## src/assert_macros.svh

```systemverilog
// Assertion macros shared by the RTL of the timer queue.
// Needs a clock named clk and an active-low reset named arst_n in scope.
`ifndef ASSERT_MACROS_SVH
`define ASSERT_MACROS_SVH

// The consequent must hold in the same cycle as the antecedent.
`define DTQ_ASSERT_IMP(lbl, ante, cons) \
	lbl: assert property (@(posedge clk) disable iff (!arst_n) (ante) |-> (cons)) \
		else $error("timer queue check failed");

// The consequent must hold in the cycle after the antecedent.
`define DTQ_ASSERT_NXT(lbl, ante, cons) \
	lbl: assert property (@(posedge clk) disable iff (!arst_n) (ante) |=> (cons)) \
		else $error("timer queue check failed");

`endif

```

## src/dtq_pkg.sv

```systemverilog
// Package for the deadline timer queue: field widths, request and result codes.
// No dependencies.
`timescale 1ns / 1ps
`default_nettype none
package dtq_pkg;
	localparam int ID_W = 6;
	localparam int DL_W = 64;
	localparam int TAG_W = 32;
	localparam int NUM_TIMERS_DEF = 32;

	typedef enum logic [1:0] {
		REQ_REGISTER  = 2'd0,
		REQ_REMOVE    = 2'd1,
		REQ_INTERRUPT = 2'd2,
		REQ_UNUSED    = 2'd3
	} req_t;

	typedef enum logic [1:0] {
		KIND_REGISTER = 2'd0,
		KIND_REMOVE   = 2'd1,
		KIND_EXPIRED  = 2'd2,
		KIND_INT_DONE = 2'd3
	} kind_t;
endpackage
`default_nettype wire

```

## src/deadline_timer_queue_unit.sv

```systemverilog
// Deadline timer queue: fixed pool of one-shot timers, ids 1..NUM_TIMERS.
// Register pops an id, sets its deadline, then runs a linear scan of the deadline
// memory (one read per cycle); each expiry of an interrupt costs a further scan.
// Remove answers in the cycle after acceptance; an unused code is dropped at once.
// Reset: no timer is live, the free stack holds all ids with id 1 on top.
`timescale 1ns / 1ps
`default_nettype none
`include "assert_macros.svh"
module deadline_timer_queue_unit
	import dtq_pkg::*;
#(
	parameter int NUM_TIMERS = NUM_TIMERS_DEF
) (
	input  wire logic              clk,
	input  wire logic              arst_n,
	input  wire logic              req_valid,
	output logic                   req_stall,
	input  wire logic [1:0]        req_type,
	input  wire logic [DL_W-1:0]   delay,
	input  wire logic [DL_W-1:0]   now,
	input  wire logic [ID_W-1:0]   target_id,
	input  wire logic [TAG_W-1:0]  user_tag,
	output logic                   res_valid,
	input  wire logic              res_stall,
	output logic [1:0]             result_kind,
	output logic                   status,
	output logic [ID_W-1:0]        res_id,
	output logic [TAG_W-1:0]       expired_tag,
	output logic                   wake_valid,
	output logic [DL_W-1:0]        wake_time,
	output logic                   last
);
	localparam int IW = (NUM_TIMERS > 1) ? $clog2(NUM_TIMERS) : 1;
	localparam int CW = $clog2(NUM_TIMERS + 1);
	localparam logic [IW-1:0] LAST_IDX = IW'(NUM_TIMERS - 1);
	localparam logic [CW-1:0] FULL_CNT = CW'(NUM_TIMERS);

	typedef enum logic [6:0] {
		ST_IDLE   = 7'b0000001,
		ST_POP    = 7'b0000010,
		ST_WRITE  = 7'b0000100,
		ST_SCAN   = 7'b0001000,
		ST_DRAIN  = 7'b0010000,
		ST_DECIDE = 7'b0100000,
		ST_EMIT   = 7'b1000000
	} state_t;

	state_t st_q;

	// State memories and their bookkeeping.
	logic [DL_W-1:0]  dl_mem [NUM_TIMERS];
	logic [TAG_W-1:0] tag_mem [NUM_TIMERS];
	logic [ID_W-1:0]  stk_mem [NUM_TIMERS];
	logic [NUM_TIMERS-1:0] stk_vld_q;
	logic [NUM_TIMERS-1:0] live_q;
	logic [CW-1:0]         free_cnt_q;

	// Request latched at acceptance.
	logic              is_int_q;
	logic [DL_W-1:0]   now_q;
	logic [DL_W-1:0]   delay_q;
	logic [TAG_W-1:0]  tag_q;
	logic [IW-1:0]     slot_q;
	logic              expired_any_q;
	logic              more_q;

	// Scan state.
	logic [IW-1:0]     idx_q;
	logic              cmp_v_s1;
	logic [IW-1:0]     idx_s1;
	logic [DL_W-1:0]   rd_dl_s1;
	logic [TAG_W-1:0]  rd_tag_s1;
	logic              have_q;
	logic [IW-1:0]     best_idx_q;
	logic [DL_W-1:0]   best_dl_q;
	logic [TAG_W-1:0]  best_tag_q;

	// Free stack read.
	logic [IW-1:0]     stk_idx_s1;
	logic              stk_vld_s1;
	logic [ID_W-1:0]   stk_rd_s1;
	logic [ID_W-1:0]   pop_id;

	logic              accept;
	logic              rm_ok;
	logic [IW-1:0]     rm_idx;

	assign req_stall = (st_q != ST_IDLE);
	assign accept    = req_valid && !req_stall;

	assign rm_idx = IW'(target_id - ID_W'(1));
	assign rm_ok  = (target_id >= ID_W'(1)) && (target_id <= ID_W'(NUM_TIMERS))
		&& live_q[rm_idx];

	// An entry never pushed still holds its reset id.
	assign pop_id = stk_vld_s1 ? stk_rd_s1 : ID_W'(NUM_TIMERS - int'(stk_idx_s1));

	always_ff @(posedge clk) begin
		dl_mem_rd: begin
			rd_dl_s1  <= dl_mem[idx_q];
			rd_tag_s1 <= tag_mem[idx_q];
		end
		if (st_q == ST_WRITE) begin
			dl_mem[IW'(pop_id - ID_W'(1))]  <= now_q + delay_q;
			tag_mem[IW'(pop_id - ID_W'(1))] <= tag_q;
		end
	end

	always_ff @(posedge clk) begin
		// The top of the stack is captured while idle and held through the pop.
		if (st_q == ST_IDLE) begin
			stk_rd_s1 <= stk_mem[IW'(free_cnt_q - CW'(1))];
		end
		if (accept && req_type == REQ_REMOVE && rm_ok && free_cnt_q < FULL_CNT) begin
			stk_mem[free_cnt_q[IW-1:0]] <= target_id;
		end else if (st_q == ST_DECIDE && is_int_q && have_q && best_dl_q <= now_q
				&& free_cnt_q < FULL_CNT) begin
			stk_mem[free_cnt_q[IW-1:0]] <= ID_W'(best_idx_q) + ID_W'(1);
		end
	end

	always_ff @(posedge clk or negedge arst_n) begin
		if (!arst_n) begin
			st_q          <= ST_IDLE;
			stk_vld_q     <= '0;
			live_q        <= '0;
			free_cnt_q    <= FULL_CNT;
			res_valid     <= 1'b0;
			cmp_v_s1      <= 1'b0;
			have_q        <= 1'b0;
			more_q        <= 1'b0;
			expired_any_q <= 1'b0;
			idx_q         <= '0;
		end else begin
			if (cmp_v_s1 && live_q[idx_s1] && (!have_q || rd_dl_s1 < best_dl_q)) begin
				have_q     <= 1'b1;
				best_idx_q <= idx_s1;
				best_dl_q  <= rd_dl_s1;
				best_tag_q <= rd_tag_s1;
			end
			unique case (st_q)
				ST_IDLE: begin
					if (accept) begin
						now_q         <= now;
						delay_q       <= delay;
						tag_q         <= user_tag;
						is_int_q      <= (req_type == REQ_INTERRUPT);
						expired_any_q <= 1'b0;
						idx_q         <= '0;
						have_q        <= 1'b0;
						more_q        <= 1'b0;
						expired_tag   <= '0;
						wake_valid    <= 1'b0;
						wake_time     <= '0;
						last          <= 1'b1;
						case (req_type)
							REQ_REGISTER: begin
								if (free_cnt_q == '0) begin
									result_kind <= KIND_REGISTER;
									status      <= 1'b1;
									res_id      <= '0;
									res_valid   <= 1'b1;
									st_q        <= ST_EMIT;
								end else begin
									stk_idx_s1 <= IW'(free_cnt_q - CW'(1));
									stk_vld_s1 <= stk_vld_q[IW'(free_cnt_q - CW'(1))];
									free_cnt_q <= free_cnt_q - CW'(1);
									st_q       <= ST_POP;
								end
							end
							REQ_REMOVE: begin
								result_kind <= KIND_REMOVE;
								status      <= !rm_ok;
								res_id      <= target_id;
								res_valid   <= 1'b1;
								st_q        <= ST_EMIT;
								if (rm_ok) begin
									live_q[rm_idx] <= 1'b0;
									if (free_cnt_q < FULL_CNT) begin
										stk_vld_q[free_cnt_q[IW-1:0]] <= 1'b1;
										free_cnt_q <= free_cnt_q + CW'(1);
									end
								end
							end
							REQ_INTERRUPT: st_q <= ST_SCAN;
							default: st_q <= ST_IDLE;
						endcase
					end
				end
				ST_POP: st_q <= ST_WRITE;
				ST_WRITE: begin
					if (pop_id < ID_W'(1) || pop_id > ID_W'(NUM_TIMERS)) begin
						result_kind <= KIND_REGISTER;
						status      <= 1'b1;
						res_id      <= '0;
						res_valid   <= 1'b1;
						st_q        <= ST_EMIT;
					end else begin
						slot_q                   <= IW'(pop_id - ID_W'(1));
						live_q[IW'(pop_id - ID_W'(1))] <= 1'b1;
						st_q                     <= ST_SCAN;
					end
				end
				ST_SCAN: begin
					// One deadline read per cycle; the compare follows in the next cycle.
					cmp_v_s1 <= 1'b1;
					idx_s1   <= idx_q;
					if (idx_q == LAST_IDX) begin
						idx_q <= '0;
						st_q  <= ST_DRAIN;
					end else begin
						idx_q <= idx_q + IW'(1);
					end
				end
				ST_DRAIN: begin
					cmp_v_s1 <= 1'b0;
					st_q     <= ST_DECIDE;
				end
				ST_DECIDE: begin
					res_valid <= 1'b1;
					st_q      <= ST_EMIT;
					more_q    <= 1'b0;
					if (!is_int_q) begin
						result_kind <= KIND_REGISTER;
						status      <= 1'b0;
						res_id      <= ID_W'(slot_q) + ID_W'(1);
						last        <= 1'b1;
						if (have_q && best_idx_q == slot_q) begin
							wake_valid <= 1'b1;
							wake_time  <= best_dl_q;
						end
					end else if (!have_q) begin
						result_kind <= KIND_INT_DONE;
						status      <= !expired_any_q;
						res_id      <= '0;
						expired_tag <= '0;
						wake_valid  <= 1'b0;
						wake_time   <= '0;
						last        <= 1'b1;
					end else if (best_dl_q <= now_q) begin
						result_kind   <= KIND_EXPIRED;
						status        <= 1'b0;
						res_id        <= ID_W'(best_idx_q) + ID_W'(1);
						expired_tag   <= best_tag_q;
						wake_valid    <= 1'b0;
						wake_time     <= '0;
						last          <= 1'b0;
						more_q        <= 1'b1;
						expired_any_q <= 1'b1;
						live_q[best_idx_q] <= 1'b0;
						if (free_cnt_q < FULL_CNT) begin
							stk_vld_q[free_cnt_q[IW-1:0]] <= 1'b1;
							free_cnt_q <= free_cnt_q + CW'(1);
						end
					end else begin
						result_kind <= KIND_INT_DONE;
						status      <= 1'b0;
						res_id      <= '0;
						expired_tag <= '0;
						wake_valid  <= 1'b1;
						wake_time   <= best_dl_q;
						last        <= 1'b1;
					end
				end
				ST_EMIT: begin
					if (!res_stall) begin
						res_valid <= 1'b0;
						if (more_q) begin
							// Another expiry may be due: rescan from the first slot.
							have_q <= 1'b0;
							idx_q  <= '0;
							st_q   <= ST_SCAN;
						end else begin
							st_q <= ST_IDLE;
						end
					end
				end
				default: st_q <= ST_IDLE;
			endcase
		end
	end

	`DTQ_ASSERT_IMP(a_res_in_emit, res_valid, st_q == ST_EMIT)
	`DTQ_ASSERT_IMP(a_pool_conserved, st_q == ST_IDLE,
		CW'($countones(live_q)) + free_cnt_q == FULL_CNT)
	`DTQ_ASSERT_NXT(a_beat_leaves, res_valid && !res_stall && last, st_q == ST_IDLE)
endmodule
`default_nettype wire

```

## config.mk

```make
export PLATFORM = sky130hd
export DESIGN_NAME = deadline_timer_queue_unit
export DESIGN_NICKNAME = d
export VERILOG_FILES = /design/src/dtq_pkg.sv /design/src/deadline_timer_queue_unit.sv
export VERILOG_INCLUDE_DIRS = /design/src /design/src/src
export SDC_FILE = /design/constraint.sdc
export NUM_CORES = 2
export LEC_CHECK = 0
export BUFFER_PORTS_ARGS = -buffer_cell sky130_fd_sc_hd__buf_2
export CORE_ASPECT_RATIO = 0.6
export CORE_MARGIN = 1.5
export CORE_UTILIZATION = 50
export CTS_BUF_LIST = sky130_fd_sc_hd__clkbuf_4
export CTS_CLUSTER_DIAMETER = 50
export DETAILED_ROUTE_END_ITERATION = 7
export PLACE_DENSITY = 0.66
export SYNTH_ARGS = -nofsm -noshare
export SYNTH_HDL_FRONTEND = slang
export SYNTH_SLANG_ARGS = --single-unit
```

## constraint.sdc

```tcl
create_clock -name clk -period 15.73 [get_ports clk]
set_input_delay 3.146 -clock clk [delete_from_list [all_inputs] [get_ports clk]]
set_output_delay 3.146 -clock clk [all_outputs]
set_load 0.02 [all_outputs]
```

### Word level (Yosys, flattened, before mapping)

Memories as Yosys holds them, arrays and structs flattened. A register that Yosys moved wholly into a read port is not among the register bits.
Cells that the tools add are included.

| operators by class | value |
|---|---|
| reductions and logical operators | 47 |
| magnitude comparators | 17 |
| multiplexer cells | 123 |
| bitwise operators | 9 |
| add/sub/neg operators | 9 |
| eq/ne operators | 28 |

Operators by type and width:

| cell | number |
|---|---|
| $mux 32 | 18 |
| $mux 64 | 5 |
| $pmux 32 s2 | 2 |
| $pmux 64 s2 | 1 |
| $pmux 32 s3 | 1 |
| $mux 6 | 15 |
| $add 64x64->64 | 1 |
| $and 32x32->32 | 2 |
| $le 64x64->1 | 1 |
| $lt 64x64->1 | 1 |
| $not 32->32 | 2 |
| $or 32x32->32 | 2 |
| $pmux 7 s7 | 1 |
| $mux 1 | 41 |
| $lt 5x6->1 const B | 6 |
| $pmux 6 s2 | 3 |
| $mux 7 | 5 |
| $pmux 7 s3 | 1 |
| $demux 1 s5 | 4 |
| $ge 5x1->1 const B | 4 |
| $mux 5 | 4 |
| $pmux 6 s3 | 1 |
| $logic_and 1x1->1 | 17 |
| $ne 2x2->1 const B | 8 |
| 52 further kinds | 87 |

| word-level totals | value |
|---|---|
| bits in writable memories | 3264 |
| word-level logic and storage cells | 264 |
| memories | 3 |
| bits in registers | 472 |

Memories:

| name | depth | width | read ports | clocked after memory_dff | write ports | line | RTL |
|---|---|---|---|---|---|---|---|
| dl_mem | 32 | 64 | 1 | 1 | 1 | deadline_timer_queue_unit.sv:51 | `logic [DL_W-1:0] dl_mem [NUM_TIMERS];` |
| tag_mem | 32 | 32 | 1 | 1 | 1 | deadline_timer_queue_unit.sv:52 | `logic [TAG_W-1:0] tag_mem [NUM_TIMERS];` |
| stk_mem | 32 | 6 | 1 | 1 | 1 | deadline_timer_queue_unit.sv:53 | `logic [ID_W-1:0] stk_mem [NUM_TIMERS];` |

### Depth between registers and ports, before layout

| depth | value |
|---|---|
| word-level depth | 11 |
| depth in mapped cells | 15 |
| mapped depth without buffers | 13 |

### Least setup slack after synthesis

Ideal clock, no wire load.

| timing path | value |
|---|---|
| path type | in2reg |
| start point | in arst_n |
| end point | reg best_dl_q[0] (enable) |
| setup slack | 7.033 ns |
| path buffers | 0 |
| data arrival time | 8.103 ns |
| data required time | 15.135 ns |
| library setup time | 0.595 ns |
| stages | 2 |
| cells stage by stage | nand3_1 > a21oi_1 |

| between the ends | value |
|---|---|
| longest elaborated chain between the ends | 1 |

Ends and longest elaborated chain:

| what | line | RTL |
|---|---|---|
| start: declaration | deadline_timer_queue_unit.sv:15 | `input wire logic arst_n,` |
| $reduce_and 2->1 (no line) | - |  |
| end signal: assignment | deadline_timer_queue_unit.sv:138 | `best_dl_q <= rd_dl_s1;` |
| end: declaration | deadline_timer_queue_unit.sv:75 | `logic [DL_W-1:0] best_dl_q;` |

Every way passes these cells.
A chain may end at the register's enable or synchronous reset.

### Worst setup path in the final report

| timing path | value |
|---|---|
| start point | reg st_q[4] |
| end point | out req_stall |

| between the ends | value |
|---|---|
| longest elaborated chain between the ends | 1 |

Ends and longest elaborated chain:

| what | line | RTL |
|---|---|---|
| start: declaration | deadline_timer_queue_unit.sv:48 | `state_t st_q;` |
| start signal: assignment | deadline_timer_queue_unit.sv:124 | `st_q <= ST_IDLE;` |
| start signal: assignment | deadline_timer_queue_unit.sv:163 | `st_q <= ST_EMIT;` |
| start signal: assignment | deadline_timer_queue_unit.sv:168 | `st_q <= ST_POP;` |
| $ne 7x1->1 | deadline_timer_queue_unit.sv:88 | `assign req_stall = (st_q != ST_IDLE);` |
| end: declaration | deadline_timer_queue_unit.sv:17 | `output logic req_stall,` |

Every way passes these cells.

==> results.sh <==
export IMPL_layout_commonest_cell="edfxtp_1"
export IMPL_status="finished, violations left"
export IMPL_fin_worst_skew_ps=129
export IMPL_end_kind="output port"
export IMPL_max_freq_mhz=157
export IMPL_cts_sink_count=3838
export IMPL_clk_pin_slew_ps=80
export IMPL_slew_headroom_pct=-3.26
export IMPL_whs_path_depth=0
export IMPL_clk_latency_ps=1470
export IMPL_leakage_uw=0.0550
export IMPL_ys_seq_area_share_pct=75.6
export IMPL_drtIter0Drc=9657
export IMPL_cts_root_buf="clkbuf_4"
export IMPL_yosys_area_top_type="edfxtp_1"
export IMPL_yosys_area_share_simple_pct=2.02
export IMPL_final_hold_viol_count=0
export IMPL_setup_viol=0
export IMPL_synth_cell_types=79
export IMPL_synth_xor_area_share_pct=0.519
export IMPL_area_growth_pct=12.7
export IMPL_core_area_um2=298000
export IMPL_synth_ff_type="edfxtp_1"
export IMPL_ys_ff_latch=3838
export IMPL_pre_cts_ws_ps=8260
export IMPL_yosys_warnings=0
export IMPL_violations="capacitance limit, slew limit"
export IMPL_ir_drop_uv=127
export IMPL_cts_max_level=6
export IMPL_critPathMostFrequentCell="nor2_1"
export IMPL_grt_overflow=0
export IMPL_dp_cells=11030
export IMPL_cp_data_required_time_ps=12580
export IMPL_syn_cell_area_um2=151000
export IMPL_syn_avg_cell_area_um2=21.8
export IMPL_start_kind="flip-flop"
export IMPL_ys_top_cells_by_area="edfxtp_1 (73%), mux4_2 (16%), ha_1 (1.8%)"
export IMPL_first_pass_iters=8
export IMPL_initial_core_util_pct=50.4
export IMPL_synth_edff_count=3655
export IMPL_wl_per_cell_um=31.0
export IMPL_fin_tns_setup_ps=0
export IMPL_viasPerCell=6.16
export IMPL_antenna_left=0
export IMPL_placed_area_um2=158000
export IMPL_synth_adder_area_share_pct=1.78
export IMPL_cts_setup_buffers=0
export IMPL_port_buffer_count=280
export IMPL_nets=8263
export IMPL_cts_resized=0
export IMPL_grt_pass1_vias=77695
export IMPL_row_count=155
export IMPL_fin_area_um2=170000
export IMPL_cp_startpoint="st_q[4]"
export IMPL_setup_slack_ps=9350
export IMPL_final_cell_mix="edfxtp_1 (3655), clkbuf_4 (1358), mux4_2 (1047)"
export IMPL_synthMuxAreaShare_pct=16.6
export IMPL_syn_num_nets=7279
export IMPL_ff2ff_path_depth=9
export IMPL_place_congestion=0.865
export IMPL_cts_tree="built"
export IMPL_maxSlewViolCount=3
export IMPL_timing_critical_path_fanout_max=15
export IMPL_crit_slowest_cell="and3b_1"
export IMPL_num_vias=77542
export IMPL_synthDominantCellAreaShare_pct=72.9
export IMPL_drive_gt1_share_pct=36.8
export IMPL_synth_top_family_by_area="multiplexers"
export IMPL_io_pins=281
export IMPL_reg2reg_slack_ps=9650
export IMPL_antenna_found_initial=16
export IMPL_crit_arrival_ps=3230
export IMPL_grt_start_max_net_pins=136
export IMPL_r2r_end="tag_mem[0][3]"
export IMPL_path_cells="nor2_1 > nand2_1 > nor2_1 > and3b_1 > inv_1 > buf_2"
export IMPL_dp_final_hpwl_um=203000
export IMPL_maxCapViolCount=1
export IMPL_tightest_slew_ps=1530
export IMPL_hp_class="flip-flop to flip-flop"
export IMPL_async_flop_share_pct=2.27
export IMPL_cpPeakStageDelay_ps=590
export IMPL_clockBufferDepth=4
export IMPL_final_cells=12597
export IMPL_cellPowerDensity_nw_per_um2=149
export IMPL_fin_crit_sh_pct=40.5
export IMPL_drcViolationCount=0
export IMPL_synthCells=6894
export IMPL_worst_setup_path_type="flip-flop to output port"
export IMPL_grt_pass1_wl_um=557000
export IMPL_rsz0062_at_grt="false"
export IMPL_cts_buffers=843
export IMPL_die_w_um=711
export IMPL_period_needed_ps=6380
export IMPL_drt_total_wl_um=390000
export IMPL_synth_compound_area_share_pct=2.26
export IMPL_rr_startpoint="stk_vld_s1"
export IMPL_dieArea_um2=305000
export IMPL_cp_endpoint="req_stall"
export IMPL_cts_hold_buf=0
export IMPL_track_usage_pct=25.5
export IMPL_dieHeight_um=428
==> layout make-up <==
cell class	instances	area, µm²
Clock buffer	1358	10200
Fill cell	21970	129000
Inverter	171	642
Tap cell	4003	5010
Clock inverter	194	1120
Multi-Input combinational cell	2566	35700
Timing Repair Buffer	458	3010
Sequential cell	3838	114000
Antenna cell	9	22.5
==> synthesized netlist by cell type, types with 10 or more instances <==
library cell,number
nand2_1,99
mux2_2,108
nor2b_1,20
nand3_1,30
xor2_1,39
o21ai_0,133
a21oi_1,121
and2_1,109
nor3_1,55
buf_1,64
dfrtp_1,85
nand4_1,49
a31oi_1,14
and3_1,13
xnor2_1,47
nor2_1,120
o21bai_1,33
a21o_1,106
o211ai_1,10
ha_1,212
mux4_2,1047
edfxtp_1,3655
clkbuf_1,250
a22oi_1,23
nor4b_1,12
nand2b_1,21
dfxtp_1,96
inv_1,171
==> how the worst min path moves through the flow <==
stage / start / endpoint / slack, ps
final: rd_tag_s1[3] / best_tag_q[3] / 390
after global routing: rd_tag_s1[3] / best_tag_q[3] / 390
after CTS: rd_tag_s1[3] / best_tag_q[3] / 400
after detailed placement: rd_tag_s1[9] / best_tag_q[9] / 390
after global placement: rd_tag_s1[3] / best_tag_q[3] / 390
after floorplan: rd_tag_s1[0] / best_tag_q[0] / 390
==> metal layers <==
| metal | track usage [%] | wire length (µm) | up-vias |
|---|---|---|---|
| met1 | 39.1 | 165000 | 40914 |
| met3 | 6.41 | 44500 | 568 |
| met5 | 0 | 34 | - |
| li1 | - | - | 31373 |
| met2 | 37.0 | 174000 | 4681 |
| met4 | 6.02 | 7350 | 6 |
==> flip-flops by register name, summed over array words and instances (netlist names), 7 cells and up <==
signal	flops
dl_mem	2048
tag_mem	1024
stk_mem	192
best_dl_q	64
delay_q	64
now_q	64
rd_dl_s1	64
wake_time	64
best_tag_q	32
expired_tag	32
live_q	32
rd_tag_s1	32
stk_vld_q	32
tag_q	32
st_q	7
==> per-stage QoR <==
step | util [%] | total power, µW | hold slack, ps
global placement | 53.0 | 17400 | 393
finish | 56.8 | 25300 | 391
global route | 56.8 | 26300 | 386
detailed placement | 53.0 | 17500 | 389
CTS | 56.8 | 25400 | 398
floorplan | - | 15900 | 386
==> worst max-delay path, delay by kind of cell (launching register included) <==
kind | cells | cell delay [ps]
and+or+nand+nor | 4 | 960
DFF | 1 | 470
buffers and inverters | 2 | 360
==> logic make-up after synthesis <==
kind of cell / after synthesis
simple gates: 576
compound gates: 524
buf+inv: 490
fa+ha+maj: 213
xor+xnor: 87
mux: 1166
flops: 3838
==> report_power, final <==
group          switching, µW  internal [µW]  total [µW]  leakage (µW)
clock                   3890           4080        7980       0.00678
sequential               322          12300       12600        0.0347
combinational           2670           1990        4670        0.0135
total                   6890          18400       25300        0.0550
Note: power is estimated with default switching activity, not from simulation.
